===== src/dwsp_pkg.sv =====
// ============================================================================
// dwsp_pkg
// Shared types, gain constants and the microcode program of the dual wheel
// speed pid core.
// ============================================================================
`default_nettype none

package dwsp_pkg;

   // coefficient operand of the shared multiplier
   localparam int COEF_W = 21;

   // Q0.24 gains, difference gains already scaled by the 50 Hz tick rate
   localparam logic signed [COEF_W-1:0] KP_FREE    = 21'sd838861;
   localparam logic signed [COEF_W-1:0] KP_LOAD    = 21'sd503316;
   localparam logic signed [COEF_W-1:0] KD_FREE_X  = 21'sd8400;
   localparam logic signed [COEF_W-1:0] KD_LOAD_X  = 21'sd25150;
   localparam logic signed [COEF_W-1:0] KI_PERIOD  = 21'sd220248;
   localparam logic signed [COEF_W-1:0] COEF_P_ONE = 21'sd1;
   localparam logic signed [COEF_W-1:0] COEF_N_ONE = -21'sd1;

   // integral term is split into a 24-bit low part and a signed high part
   localparam int ITERM_SPLIT = 24;
   localparam int ITERM_LIM_EXP = 56;
   localparam int ITERM_CLAMP_EXP = 57;
   localparam int HI_W = 33;

   // drive output format
   localparam int DRIVE_W = 16;
   localparam int DRIVE_SHIFT = 17;
   localparam int MOMENT_W = 16;

   // microcode program length
   localparam int STEP_W = 4;
   localparam logic [STEP_W-1:0] STEP_DONE  = 4'd14;
   localparam logic [STEP_W-1:0] STEP_CLEAR = 4'd15;

   typedef enum logic [1:0] {
      REG_TARGET_RIGHT = 2'd0,
      REG_TARGET_LEFT  = 2'd1,
      REG_MOMENT_DRIVE = 2'd2,
      REG_LOAD_MODE    = 2'd3
   } csr_index_type;

   typedef enum logic [0:0] {
      CH_RIGHT = 1'b0,
      CH_LEFT  = 1'b1
   } channel_type;

   typedef enum logic [2:0] {
      VAR_ERR,
      VAR_DIFF,
      VAR_LO,
      VAR_HI,
      VAR_MOM
   } var_sel_type;

   typedef enum logic [2:0] {
      COEF_KP,
      COEF_KD,
      COEF_KI,
      COEF_ONE,
      COEF_NEG
   } coef_sel_type;

   typedef enum logic [1:0] {
      ACC_NONE,
      ACC_LOAD,
      ACC_ADD
   } acc_op_type;

   typedef enum logic [1:0] {
      SH_NONE,
      SH_L8,
      SH_R16,
      SH_L17
   } shift_type;

   typedef enum logic [1:0] {
      ITERM_NONE,
      ITERM_LO,
      ITERM_HI
   } iterm_type;

   typedef enum logic [1:0] {
      FIN_NONE,
      FIN_RIGHT,
      FIN_LEFT
   } fin_type;

   typedef enum logic [1:0] {
      ACT_NONE,
      ACT_ERROR,
      ACT_CLEAR
   } act_type;

   typedef enum logic [1:0] {
      SEQ_NEXT,
      SEQ_BR_CLEAR,
      SEQ_JUMP,
      SEQ_DONE
   } seq_type;

   typedef struct packed {
      var_sel_type        mul_var;
      coef_sel_type       mul_coef;
      channel_type        mul_ch;
      acc_op_type         acc_op;
      shift_type          acc_shift;
      iterm_type          acc_iterm;
      channel_type        acc_ch;
      fin_type            fin;
      act_type            act;
      seq_type            seq;
      logic [STEP_W-1:0]  target;
   } ucode_word_type;

   function automatic ucode_word_type ucode_rom(input logic [STEP_W-1:0] step);
      ucode_word_type cw;
      cw.mul_var   = VAR_ERR;
      cw.mul_coef  = COEF_KP;
      cw.mul_ch    = CH_RIGHT;
      cw.acc_op    = ACC_NONE;
      cw.acc_shift = SH_NONE;
      cw.acc_iterm = ITERM_NONE;
      cw.acc_ch    = CH_RIGHT;
      cw.fin       = FIN_NONE;
      cw.act       = ACT_NONE;
      cw.seq       = SEQ_NEXT;
      cw.target    = STEP_DONE;
      case (step)
         4'd0: begin
            cw.seq    = SEQ_BR_CLEAR;
            cw.target = STEP_CLEAR;
         end
         4'd1: begin
            cw.act = ACT_ERROR;
         end
         4'd2: begin
            cw.mul_var  = VAR_ERR;
            cw.mul_coef = COEF_KP;
         end
         4'd3: begin
            cw.mul_var  = VAR_DIFF;
            cw.mul_coef = COEF_KD;
            cw.acc_op   = ACC_LOAD;
         end
         4'd4: begin
            cw.mul_var  = VAR_LO;
            cw.mul_coef = COEF_KI;
            cw.acc_op   = ACC_ADD;
         end
         4'd5: begin
            cw.mul_var   = VAR_HI;
            cw.mul_coef  = COEF_KI;
            cw.acc_op    = ACC_ADD;
            cw.acc_shift = SH_R16;
            cw.acc_iterm = ITERM_LO;
         end
         4'd6: begin
            cw.mul_var   = VAR_MOM;
            cw.mul_coef  = COEF_ONE;
            cw.acc_op    = ACC_ADD;
            cw.acc_shift = SH_L8;
            cw.acc_iterm = ITERM_HI;
         end
         4'd7: begin
            cw.mul_var   = VAR_ERR;
            cw.mul_coef  = COEF_KP;
            cw.mul_ch    = CH_LEFT;
            cw.acc_op    = ACC_ADD;
            cw.acc_shift = SH_L17;
         end
         4'd8: begin
            cw.mul_var  = VAR_DIFF;
            cw.mul_coef = COEF_KD;
            cw.mul_ch   = CH_LEFT;
            cw.acc_op   = ACC_LOAD;
            cw.acc_ch   = CH_LEFT;
            cw.fin      = FIN_RIGHT;
         end
         4'd9: begin
            cw.mul_var  = VAR_LO;
            cw.mul_coef = COEF_KI;
            cw.mul_ch   = CH_LEFT;
            cw.acc_op   = ACC_ADD;
            cw.acc_ch   = CH_LEFT;
         end
         4'd10: begin
            cw.mul_var   = VAR_HI;
            cw.mul_coef  = COEF_KI;
            cw.mul_ch    = CH_LEFT;
            cw.acc_op    = ACC_ADD;
            cw.acc_shift = SH_R16;
            cw.acc_iterm = ITERM_LO;
            cw.acc_ch    = CH_LEFT;
         end
         4'd11: begin
            cw.mul_var   = VAR_MOM;
            cw.mul_coef  = COEF_NEG;
            cw.mul_ch    = CH_LEFT;
            cw.acc_op    = ACC_ADD;
            cw.acc_shift = SH_L8;
            cw.acc_iterm = ITERM_HI;
            cw.acc_ch    = CH_LEFT;
         end
         4'd12: begin
            cw.acc_op    = ACC_ADD;
            cw.acc_shift = SH_L17;
            cw.acc_ch    = CH_LEFT;
         end
         4'd13: begin
            cw.fin = FIN_LEFT;
         end
         4'd14: begin
            cw.seq = SEQ_DONE;
         end
         4'd15: begin
            cw.act    = ACT_CLEAR;
            cw.seq    = SEQ_JUMP;
            cw.target = STEP_DONE;
         end
         default: begin
            cw.seq = SEQ_DONE;
         end
      endcase
      return cw;
   endfunction

endpackage

`default_nettype wire


===== src/dual_wheel_speed_pid_core.sv =====
// ============================================================================
// dual_wheel_speed_pid_core
// Two-channel wheel speed pid with moment drive offset and saturated drives.
// ============================================================================
`default_nettype none

// A control tick item carries the measured right and left wheel speeds
// (Q8.8 rad/s); the core forms the errors against the target registers,
// updates the saturating integrals and the previous errors, and returns one
// result item with both Q1.15 drives and a flag that is set when either drive
// was clamped. A clear item (tuser set) zeroes the history and returns zero
// drives. The core works on one item at a time; each item runs from acceptance
// to the result register under a 16-word microcode program that runs every
// product through one shared signed multiplier with a registered product and
// a single accumulator. The next item is accepted as soon as the program has
// handed its result to the output register, even while that result still
// waits to be taken; the program only pauses on its final step when the
// previous result is still unclaimed. The user must write the configuration
// registers through the csr port only while no item is in work; the core
// itself does not enforce this.
module dual_wheel_speed_pid_core
   import dwsp_pkg::*;
#(
   parameter int SPEED_WIDTH    = 16,
   parameter int INTEGRAL_WIDTH = 40
) (
   input  wire logic clock,
   input  wire logic reset,

   // configuration write port
   input  wire logic       csr_we,
   input  wire logic [1:0] csr_addr,
   input  wire logic [((SPEED_WIDTH > MOMENT_W) ? SPEED_WIDTH : MOMENT_W)-1:0] csr_wdata,

   // request channel
   input  wire logic req_tvalid,
   output      logic req_tready,
   // tdata from bit 0: measured_right, measured_left, zero fill
   input  wire logic [((2*SPEED_WIDTH+7)/8)*8-1:0] req_tdata,
   // tuser: opcode (1 = clear history)
   input  wire logic req_tuser,

   // response channel
   output      logic rsp_tvalid,
   input  wire logic rsp_tready,
   // tdata from bit 0: drive_right, drive_left
   output      logic [2*DRIVE_W-1:0] rsp_tdata,
   // tuser: saturated
   output      logic rsp_tuser
);

   localparam int SW = SPEED_WIDTH;
   localparam int IW = INTEGRAL_WIDTH;
   localparam int ERR_W = SW + 1;
   localparam int DIFF_W = SW + 2;
   localparam int VAR_W = (DIFF_W > HI_W) ? DIFF_W : HI_W;
   localparam int PROD_W = VAR_W + COEF_W;
   localparam int ACC_W = (((SW + 21) > 59) ? (SW + 21) : 59) + 2;
   localparam int SUM_W = ((IW > ERR_W) ? IW : ERR_W) + 1;
   localparam int CMP_W = (IW > ITERM_LIM_EXP + 2) ? IW : ITERM_LIM_EXP + 2;

   localparam logic signed [IW-1:0] I_MAX = {1'b0, {(IW-1){1'b1}}};
   localparam logic signed [IW-1:0] I_MIN = {1'b1, {(IW-1){1'b0}}};
   localparam logic signed [CMP_W-1:0] ITERM_LIM = CMP_W'(64'sd1 <<< ITERM_LIM_EXP);
   localparam logic signed [ACC_W-1:0] ITERM_CLAMP = ACC_W'(64'sd1 <<< ITERM_CLAMP_EXP);
   localparam logic signed [ACC_W-1:0] Q_MAX = ACC_W'(32767);
   localparam logic signed [ACC_W-1:0] Q_MIN = ACC_W'(-32768);

   // saturating integral update
   function automatic logic signed [IW-1:0] integ_add(
      input logic signed [IW-1:0]    acc,
      input logic signed [ERR_W-1:0] e
   );
      logic signed [SUM_W-1:0] s;
      s = SUM_W'(acc) + SUM_W'(e);
      if (s > SUM_W'(I_MAX)) begin
         return I_MAX;
      end else if (s < SUM_W'(I_MIN)) begin
         return I_MIN;
      end
      return IW'(s);
   endfunction

   // configuration registers
   logic signed [SW-1:0]       target_r_ff, target_r_in;
   logic signed [SW-1:0]       target_l_ff, target_l_in;
   logic signed [MOMENT_W-1:0] moment_ff, moment_in;
   logic                       load_mode_ff, load_mode_in;

   // captured request
   logic                 opcode_ff, opcode_in;
   logic signed [SW-1:0] meas_r_ff, meas_r_in;
   logic signed [SW-1:0] meas_l_ff, meas_l_in;

   // controller history
   logic signed [ERR_W-1:0]  prev_r_ff, prev_r_in;
   logic signed [ERR_W-1:0]  prev_l_ff, prev_l_in;
   logic signed [IW-1:0]     integ_r_ff, integ_r_in;
   logic signed [IW-1:0]     integ_l_ff, integ_l_in;
   logic signed [DIFF_W-1:0] diff_r_ff, diff_r_in;
   logic signed [DIFF_W-1:0] diff_l_ff, diff_l_in;

   // datapath
   logic signed [PROD_W-1:0]  prod_ff, prod_in;
   logic signed [ACC_W-1:0]   acc_ff, acc_in;
   logic signed [DRIVE_W-1:0] drive_r_ff, drive_r_in;
   logic signed [DRIVE_W-1:0] drive_l_ff, drive_l_in;
   logic                      sat_ff, sat_in;

   // sequencer
   logic              busy_ff, busy_in;
   logic [STEP_W-1:0] step_ff, step_in;

   // result register
   logic               rsp_valid_ff, rsp_valid_in;
   logic [2*DRIVE_W-1:0] rsp_data_ff, rsp_data_in;
   logic               rsp_user_ff, rsp_user_in;

   ucode_word_type           cw;
   logic                     accept;
   logic signed [ERR_W-1:0]  err_r, err_l;
   logic signed [IW-1:0]     mul_integ, acc_integ;
   logic signed [VAR_W-1:0]  mul_a;
   logic signed [COEF_W-1:0] mul_b;
   logic signed [ACC_W-1:0]  prod_ext, term;
   logic signed [CMP_W-1:0]  integ_cmp;
   logic                     huge_pos, huge_neg;
   logic signed [ACC_W-1:0]  q;
   logic signed [DRIVE_W-1:0] q_clamped;
   logic                     q_over;

   assign cw = ucode_rom(step_ff);
   assign req_tready = !busy_ff;
   assign accept = req_tvalid && req_tready;

   assign rsp_tvalid = rsp_valid_ff;
   assign rsp_tdata = rsp_data_ff;
   assign rsp_tuser = rsp_user_ff;

   // errors for the tick in work
   assign err_r = ERR_W'(target_r_ff) - ERR_W'(meas_r_ff);
   assign err_l = ERR_W'(target_l_ff) - ERR_W'(meas_l_ff);

   // multiplier operand selection
   assign mul_integ = (cw.mul_ch == CH_LEFT) ? integ_l_ff : integ_r_ff;

   always_comb begin
      case (cw.mul_var)
         VAR_ERR:  mul_a = (cw.mul_ch == CH_LEFT) ? VAR_W'(prev_l_ff) : VAR_W'(prev_r_ff);
         VAR_DIFF: mul_a = (cw.mul_ch == CH_LEFT) ? VAR_W'(diff_l_ff) : VAR_W'(diff_r_ff);
         VAR_LO:   mul_a = $signed(VAR_W'(mul_integ[ITERM_SPLIT-1:0]));
         VAR_HI:   mul_a = VAR_W'(mul_integ >>> ITERM_SPLIT);
         VAR_MOM:  mul_a = VAR_W'(moment_ff);
         default:  mul_a = '0;
      endcase
   end

   always_comb begin
      case (cw.mul_coef)
         COEF_KP:  mul_b = load_mode_ff ? KP_LOAD : KP_FREE;
         COEF_KD:  mul_b = load_mode_ff ? KD_LOAD_X : KD_FREE_X;
         COEF_KI:  mul_b = KI_PERIOD;
         COEF_ONE: mul_b = COEF_P_ONE;
         COEF_NEG: mul_b = COEF_N_ONE;
         default:  mul_b = '0;
      endcase
   end

   assign prod_in = mul_a * mul_b;

   // accumulator term: scaled product, or the fixed value for a huge integral
   assign acc_integ = (cw.acc_ch == CH_LEFT) ? integ_l_ff : integ_r_ff;
   assign integ_cmp = CMP_W'(acc_integ);
   assign huge_pos = integ_cmp >= ITERM_LIM;
   assign huge_neg = integ_cmp <= -ITERM_LIM;
   assign prod_ext = ACC_W'(prod_ff);

   always_comb begin
      case (cw.acc_shift)
         SH_NONE: term = prod_ext;
         SH_L8:   term = prod_ext <<< 8;
         SH_R16:  term = prod_ext >>> 16;
         SH_L17:  term = prod_ext <<< DRIVE_SHIFT;
         default: term = prod_ext;
      endcase
      if (cw.acc_iterm == ITERM_LO) begin
         if (huge_pos) begin
            term = ITERM_CLAMP;
         end else if (huge_neg) begin
            term = -ITERM_CLAMP;
         end
      end else if (cw.acc_iterm == ITERM_HI) begin
         if (huge_pos || huge_neg) begin
            term = '0;
         end
      end
   end

   // floor to Q1.15 and clamp
   assign q = acc_ff >>> DRIVE_SHIFT;

   always_comb begin
      q_over = 1'b0;
      q_clamped = DRIVE_W'(q);
      if (q > Q_MAX) begin
         q_over = 1'b1;
         q_clamped = DRIVE_W'(Q_MAX);
      end else if (q < Q_MIN) begin
         q_over = 1'b1;
         q_clamped = DRIVE_W'(Q_MIN);
      end
   end

   // configuration writes
   always_comb begin
      target_r_in = target_r_ff;
      target_l_in = target_l_ff;
      moment_in = moment_ff;
      load_mode_in = load_mode_ff;
      if (csr_we) begin
         case (csr_addr)
            REG_TARGET_RIGHT: target_r_in = csr_wdata[SW-1:0];
            REG_TARGET_LEFT:  target_l_in = csr_wdata[SW-1:0];
            REG_MOMENT_DRIVE: moment_in = csr_wdata[MOMENT_W-1:0];
            REG_LOAD_MODE:    load_mode_in = csr_wdata[0];
            default: begin
            end
         endcase
      end
   end

   // request capture, sequencer, history and datapath control
   always_comb begin
      opcode_in = opcode_ff;
      meas_r_in = meas_r_ff;
      meas_l_in = meas_l_ff;
      prev_r_in = prev_r_ff;
      prev_l_in = prev_l_ff;
      integ_r_in = integ_r_ff;
      integ_l_in = integ_l_ff;
      diff_r_in = diff_r_ff;
      diff_l_in = diff_l_ff;
      acc_in = acc_ff;
      drive_r_in = drive_r_ff;
      drive_l_in = drive_l_ff;
      sat_in = sat_ff;
      busy_in = busy_ff;
      step_in = step_ff;
      rsp_valid_in = rsp_valid_ff && !rsp_tready;
      rsp_data_in = rsp_data_ff;
      rsp_user_in = rsp_user_ff;

      if (accept) begin
         opcode_in = req_tuser;
         meas_r_in = req_tdata[SW-1:0];
         meas_l_in = req_tdata[2*SW-1:SW];
         busy_in = 1'b1;
         step_in = '0;
      end

      if (busy_ff) begin
         case (cw.act)
            ACT_ERROR: begin
               prev_r_in = err_r;
               prev_l_in = err_l;
               diff_r_in = DIFF_W'(prev_r_ff) - DIFF_W'(err_r);
               diff_l_in = DIFF_W'(prev_l_ff) - DIFF_W'(err_l);
               integ_r_in = integ_add(integ_r_ff, err_r);
               integ_l_in = integ_add(integ_l_ff, err_l);
               sat_in = 1'b0;
            end
            ACT_CLEAR: begin
               prev_r_in = '0;
               prev_l_in = '0;
               integ_r_in = '0;
               integ_l_in = '0;
               drive_r_in = '0;
               drive_l_in = '0;
               sat_in = 1'b0;
            end
            default: begin
            end
         endcase

         case (cw.acc_op)
            ACC_LOAD: acc_in = term;
            ACC_ADD:  acc_in = acc_ff + term;
            default: begin
            end
         endcase

         case (cw.fin)
            FIN_RIGHT: begin
               drive_r_in = q_clamped;
               sat_in = q_over;
            end
            FIN_LEFT: begin
               drive_l_in = q_clamped;
               sat_in = sat_ff || q_over;
            end
            default: begin
            end
         endcase

         case (cw.seq)
            SEQ_NEXT: step_in = step_ff + 1'b1;
            SEQ_BR_CLEAR: step_in = opcode_ff ? cw.target : step_ff + 1'b1;
            SEQ_JUMP: step_in = cw.target;
            SEQ_DONE: begin
               // hand over once the result register is free
               if (!rsp_valid_ff || rsp_tready) begin
                  rsp_valid_in = 1'b1;
                  rsp_data_in = {drive_l_ff, drive_r_ff};
                  rsp_user_in = sat_ff;
                  busy_in = 1'b0;
               end
            end
            default: step_in = step_ff + 1'b1;
         endcase
      end
   end

   always_ff @(posedge clock) begin
      if (reset) begin
         target_r_ff <= '0;
         target_l_ff <= '0;
         moment_ff <= '0;
         load_mode_ff <= 1'b0;
         prev_r_ff <= '0;
         prev_l_ff <= '0;
         integ_r_ff <= '0;
         integ_l_ff <= '0;
         busy_ff <= 1'b0;
         step_ff <= '0;
         rsp_valid_ff <= 1'b0;
      end else begin
         target_r_ff <= target_r_in;
         target_l_ff <= target_l_in;
         moment_ff <= moment_in;
         load_mode_ff <= load_mode_in;
         prev_r_ff <= prev_r_in;
         prev_l_ff <= prev_l_in;
         integ_r_ff <= integ_r_in;
         integ_l_ff <= integ_l_in;
         busy_ff <= busy_in;
         step_ff <= step_in;
         rsp_valid_ff <= rsp_valid_in;
      end
   end

   // payload registers
   always_ff @(posedge clock) begin
      opcode_ff <= opcode_in;
      meas_r_ff <= meas_r_in;
      meas_l_ff <= meas_l_in;
      diff_r_ff <= diff_r_in;
      diff_l_ff <= diff_l_in;
      prod_ff <= prod_in;
      acc_ff <= acc_in;
      drive_r_ff <= drive_r_in;
      drive_l_ff <= drive_l_in;
      sat_ff <= sat_in;
      rsp_data_ff <= rsp_data_in;
      rsp_user_ff <= rsp_user_in;
   end

endmodule

`default_nettype wire

===== config.mk =====
export PLATFORM = sky130hd
export DESIGN_NAME = dual_wheel_speed_pid_core
export DESIGN_NICKNAME = d
export VERILOG_FILES = /design/src/dwsp_pkg.sv /design/src/dual_wheel_speed_pid_core.sv
export SDC_FILE = /design/constraint.sdc
export NUM_CORES = 2
export LEC_CHECK = 0
export BUFFER_PORTS_ARGS = -buffer_cell sky130_fd_sc_hd__buf_4
export CORE_MARGIN = 5
export CORE_UTILIZATION = 34
export CTS_BUF_LIST = sky130_fd_sc_hd__clkbuf_8
export CTS_CLUSTER_DIAMETER = 200
export DETAILED_ROUTE_END_ITERATION = 8
export PLACE_DENSITY = 0.47
export SYNTH_ARGS = -nofsm -noshare
export SYNTH_HDL_FRONTEND = slang
export SYNTH_SLANG_ARGS = --single-unit

===== constraint.sdc =====
create_clock -name clock -period 26.6 [get_ports clock]
set_input_delay 2.66 -clock clock [delete_from_list [all_inputs] [get_ports clock]]
set_output_delay 2.66 -clock clock [all_outputs]
set_load 0.05 [all_outputs]

==> results.cfg <==
[worst_setup_path]
critPathLaunchType = flop
reg2reg_to = prod_ff[48]
slowest_delay_ns = 0.87
crit_path_end_kind = flop
cp_slowest_cell = fa_1
cp_max_fo = 25
r2r_setup_slack_ns = 15.07
criticalPathCategory = flop to flop
required_ns = 27.26
crit_arrival_ns = 12.19
crit_top_cell = fa_1
worst-r2r-cell-count = 32
rr_startpoint = step_ff[0]

[synth]
avgSynthCellArea_um2 = 8.74
ys_types = 101
synth-seq-cells = 419
postSynthCellCount = 5329
synthTopCellsByArea = fa_1, edfxtp_1, dfxtp_1
synth-edff-count = 196
synth_common_cells = inv_1, nand2_1, fa_1
syn_area_um2 = 46600
async_flop_share_pct = 0
synth_ff_type = dfxtp_1
yosysTopAreaCellShare_pct = 23.9
synth_nets = 6285
yosys_warnings = 0
synth_top_area_cell = fa_1
yosysMostFrequentCell = inv_1
seq_area_frac_synth_pct = 22.2

[final_layout]
drive_above_1_share_pct = 7.37
syn_to_final_growth_pct = 9.37
utilization_pct = 37.5
fin_nets = 6301
layoutNonFillerInstCount = 7200

[sta]
fin_crit_ns = 11.53
tightest_slew_ns = 1.37
slew_violations = 0
finClkSkew_ns = 0.0696
setup_viol_count_final = 0
timing.setup.tns_ns = 0
fin_ws_ns = 15.07
finalHoldViolations = 0
whs_ns = 0.418
fmax_mhz = 86.7
slew_headroom_pct = 8.41
min_period_over_period_pct = 43.3
rsz0062_at_grt = no

[global_routing]
antenna_found_initial = 1
grt.total_usage_pct = 20.6
grt_pass1_wl_um = 231000
grt_overflow_total = 0
grt_max_degree = 65
grt_pass1_vias = 37700

[min_path]
min_from = drive_l_ff[2]
hold_depth = 0
worstHoldPathType = flop to flop
hold_path_end = rsp_tdata[18]

[routing]
drt-total-wl_um = 151000
vias = 37000
wl_per_cell_um = 21.0
via_per_inst = 5.14
ant_nets = 0
dr.pass1.iters = 6
drtIter0Drc = 2612
post-route-drc-count = 0

[power]
cellInternalPower_mw = 1.84
p_clk_share_pct = 21.3
pwr-share-comb_pct = 53.1
leakage_nw = 24.1
netSwitchingFraction_pct = 44.7
p_seq_share_pct = 25.6
ir_worst_vdd_mv = 0.0384
power_density_nw_per_um2 = 65.3
p_switching_mw = 1.49

[cts]
cts-resized-gates = 0
clock_path_buffers = 3
root_buffer = clkbuf_8
tritoncts = built
postCtsHoldBufs = 0
cts_buffers = 85
clock_sinks = 419
clkTransAtPathRegs_ns = 0.06
htree_levels = 3
clock_latency_ns = 0.81
postCtsSetupBuffers = 0

[placement]
hpwl_um = 123000
dp_cells = 7038
place.gp.congestion = 0.922
io_buffer_count = 90
pre_cts_ws_ns = 15.10

[run_status]
status = completed

[die]
dieArea_um2 = 145000
initial_core_util_pct = 34.3
die_w_um = 380
die-height_um = 380
io_pins = 91
fp-row-count = 135
coreArea_um2 = 136000

[flow_run]
drv_cap = 0
-- worst max-delay path: cells and delay by family (launching register included) --
kind / cells / cell delay [ns]
fa+ha+maj: 9 / 5.15
compound gates: 12 / 2.62
flops: 1 / 0.41
xor+xnor: 1 / 0.15
simple gates: 5 / 2.43
buf+inv: 5 / 0.62
-- metal layers --
metal  vias to the layer above  GRT usage (%)  wire [µm]
li1                      17700              -          -
met5                         -              0          0
met1                     18100           27.5      68300
met2                       869           34.8      71300
met4                         0           6.94       5090
met3                       239           2.60       6590
-- cells in the final DEF, fill, tap and decap left out, types with 15 or more instances in the layout --
master and count:
xor2_1 69, a22oi_1 78, nand4_1 41, and2_1 57, clkbuf_8 102, mux2_2 41
dfxtp_1 223, o21a_1 29, nor2_1 437, fa_1 557, nor3_1 35, mux2i_1 18
edfxtp_1 196, xnor2_1 143, nand3_1 56, o21ai_1 41, nor2b_1 56, a221oi_1 24
o221ai_1 15, o21ai_0 217, a21o_1 126, a31oi_1 24, ha_1 342, a22o_1 21
nand2b_1 42, nand2_1 669, a21oi_1 413, inv_1 815, buf_4 152, a211oi_1 21
and3_1 25, o211ai_1 17, o21bai_1 45
-- logic make-up after synthesis --
kind of cell,share of synthesized area [%]
flip-flops,22.2
buffers and inverters,8.38
adder cells (fa/ha/maj),33.2
XOR/XNOR,4.13
multiplexers,1.38
AO/OA/AOI/OAI,16.5
AND/OR/NAND/NOR,14.2
-- worst max path at each step --
| stage | depth (start not counted) | slack, ns | startpoint | to |
|---|---|---|---|---|
| floorplan | 35 | 17.57 | step_ff[1] | prod_ff[53] |
| global placement | 32 | 15.32 | step_ff[0] | prod_ff[53] |
| detailed placement | 32 | 15.10 | step_ff[0] | prod_ff[48] |
| CTS | 32 | 15.11 | step_ff[0] | prod_ff[48] |
| global route | 32 | 14.37 | step_ff[0] | prod_ff[48] |
| finish | 32 | 15.07 | step_ff[0] | prod_ff[48] |
-- power groups by stage --
stage	Sequential, mW	Combinational, mW	Clock [mW]
after global routing	0.852	2.00	0.760
after floorplan	0.804	1.34	0
final	0.853	1.77	0.708
after global placement	0.863	1.76	0
after detailed placement	0.864	1.76	0
after CTS	0.850	1.77	0.737
-- sequential cells by signal (all words and copies together) (netlist names), 4 cells and up --
signal,count
acc_ff,61
rsp_tdata,32
prod_ff,54
step_ff,4
meas_l_ff,16
moment_ff,16
drive_l_ff,16
integ_r_ff,40
prev_l_ff,17
diff_l_ff,18
prev_r_ff,17
diff_r_ff,18
target_r_ff,16
drive_r_ff,16
integ_l_ff,40
target_l_ff,16
meas_r_ff,16
-- layout make-up --
cell class | count | area [µm²]
Inverter | 794 | 2980
Sequential cell | 419 | 10300
Antenna cell | 3 | 7.51
Clock inverter | 56 | 378
Multi-Input combinational cell | 3892 | 32500
Timing Repair Buffer | 153 | 1150
Tap cell | 1781 | 2230
Clock buffer | 102 | 1400
Fill cell | 14100 | 84800
-- metrics by stage --
step | power, mW | instance area, µm²
after floorplan | 2.15 | 46600
after global placement | 2.63 | 49200
after detailed placement | 2.63 | 49200
after CTS | 3.36 | 50900
after global routing | 3.61 | 51000
final | 3.33 | 51000
Power figures use the tool's default switching activity.
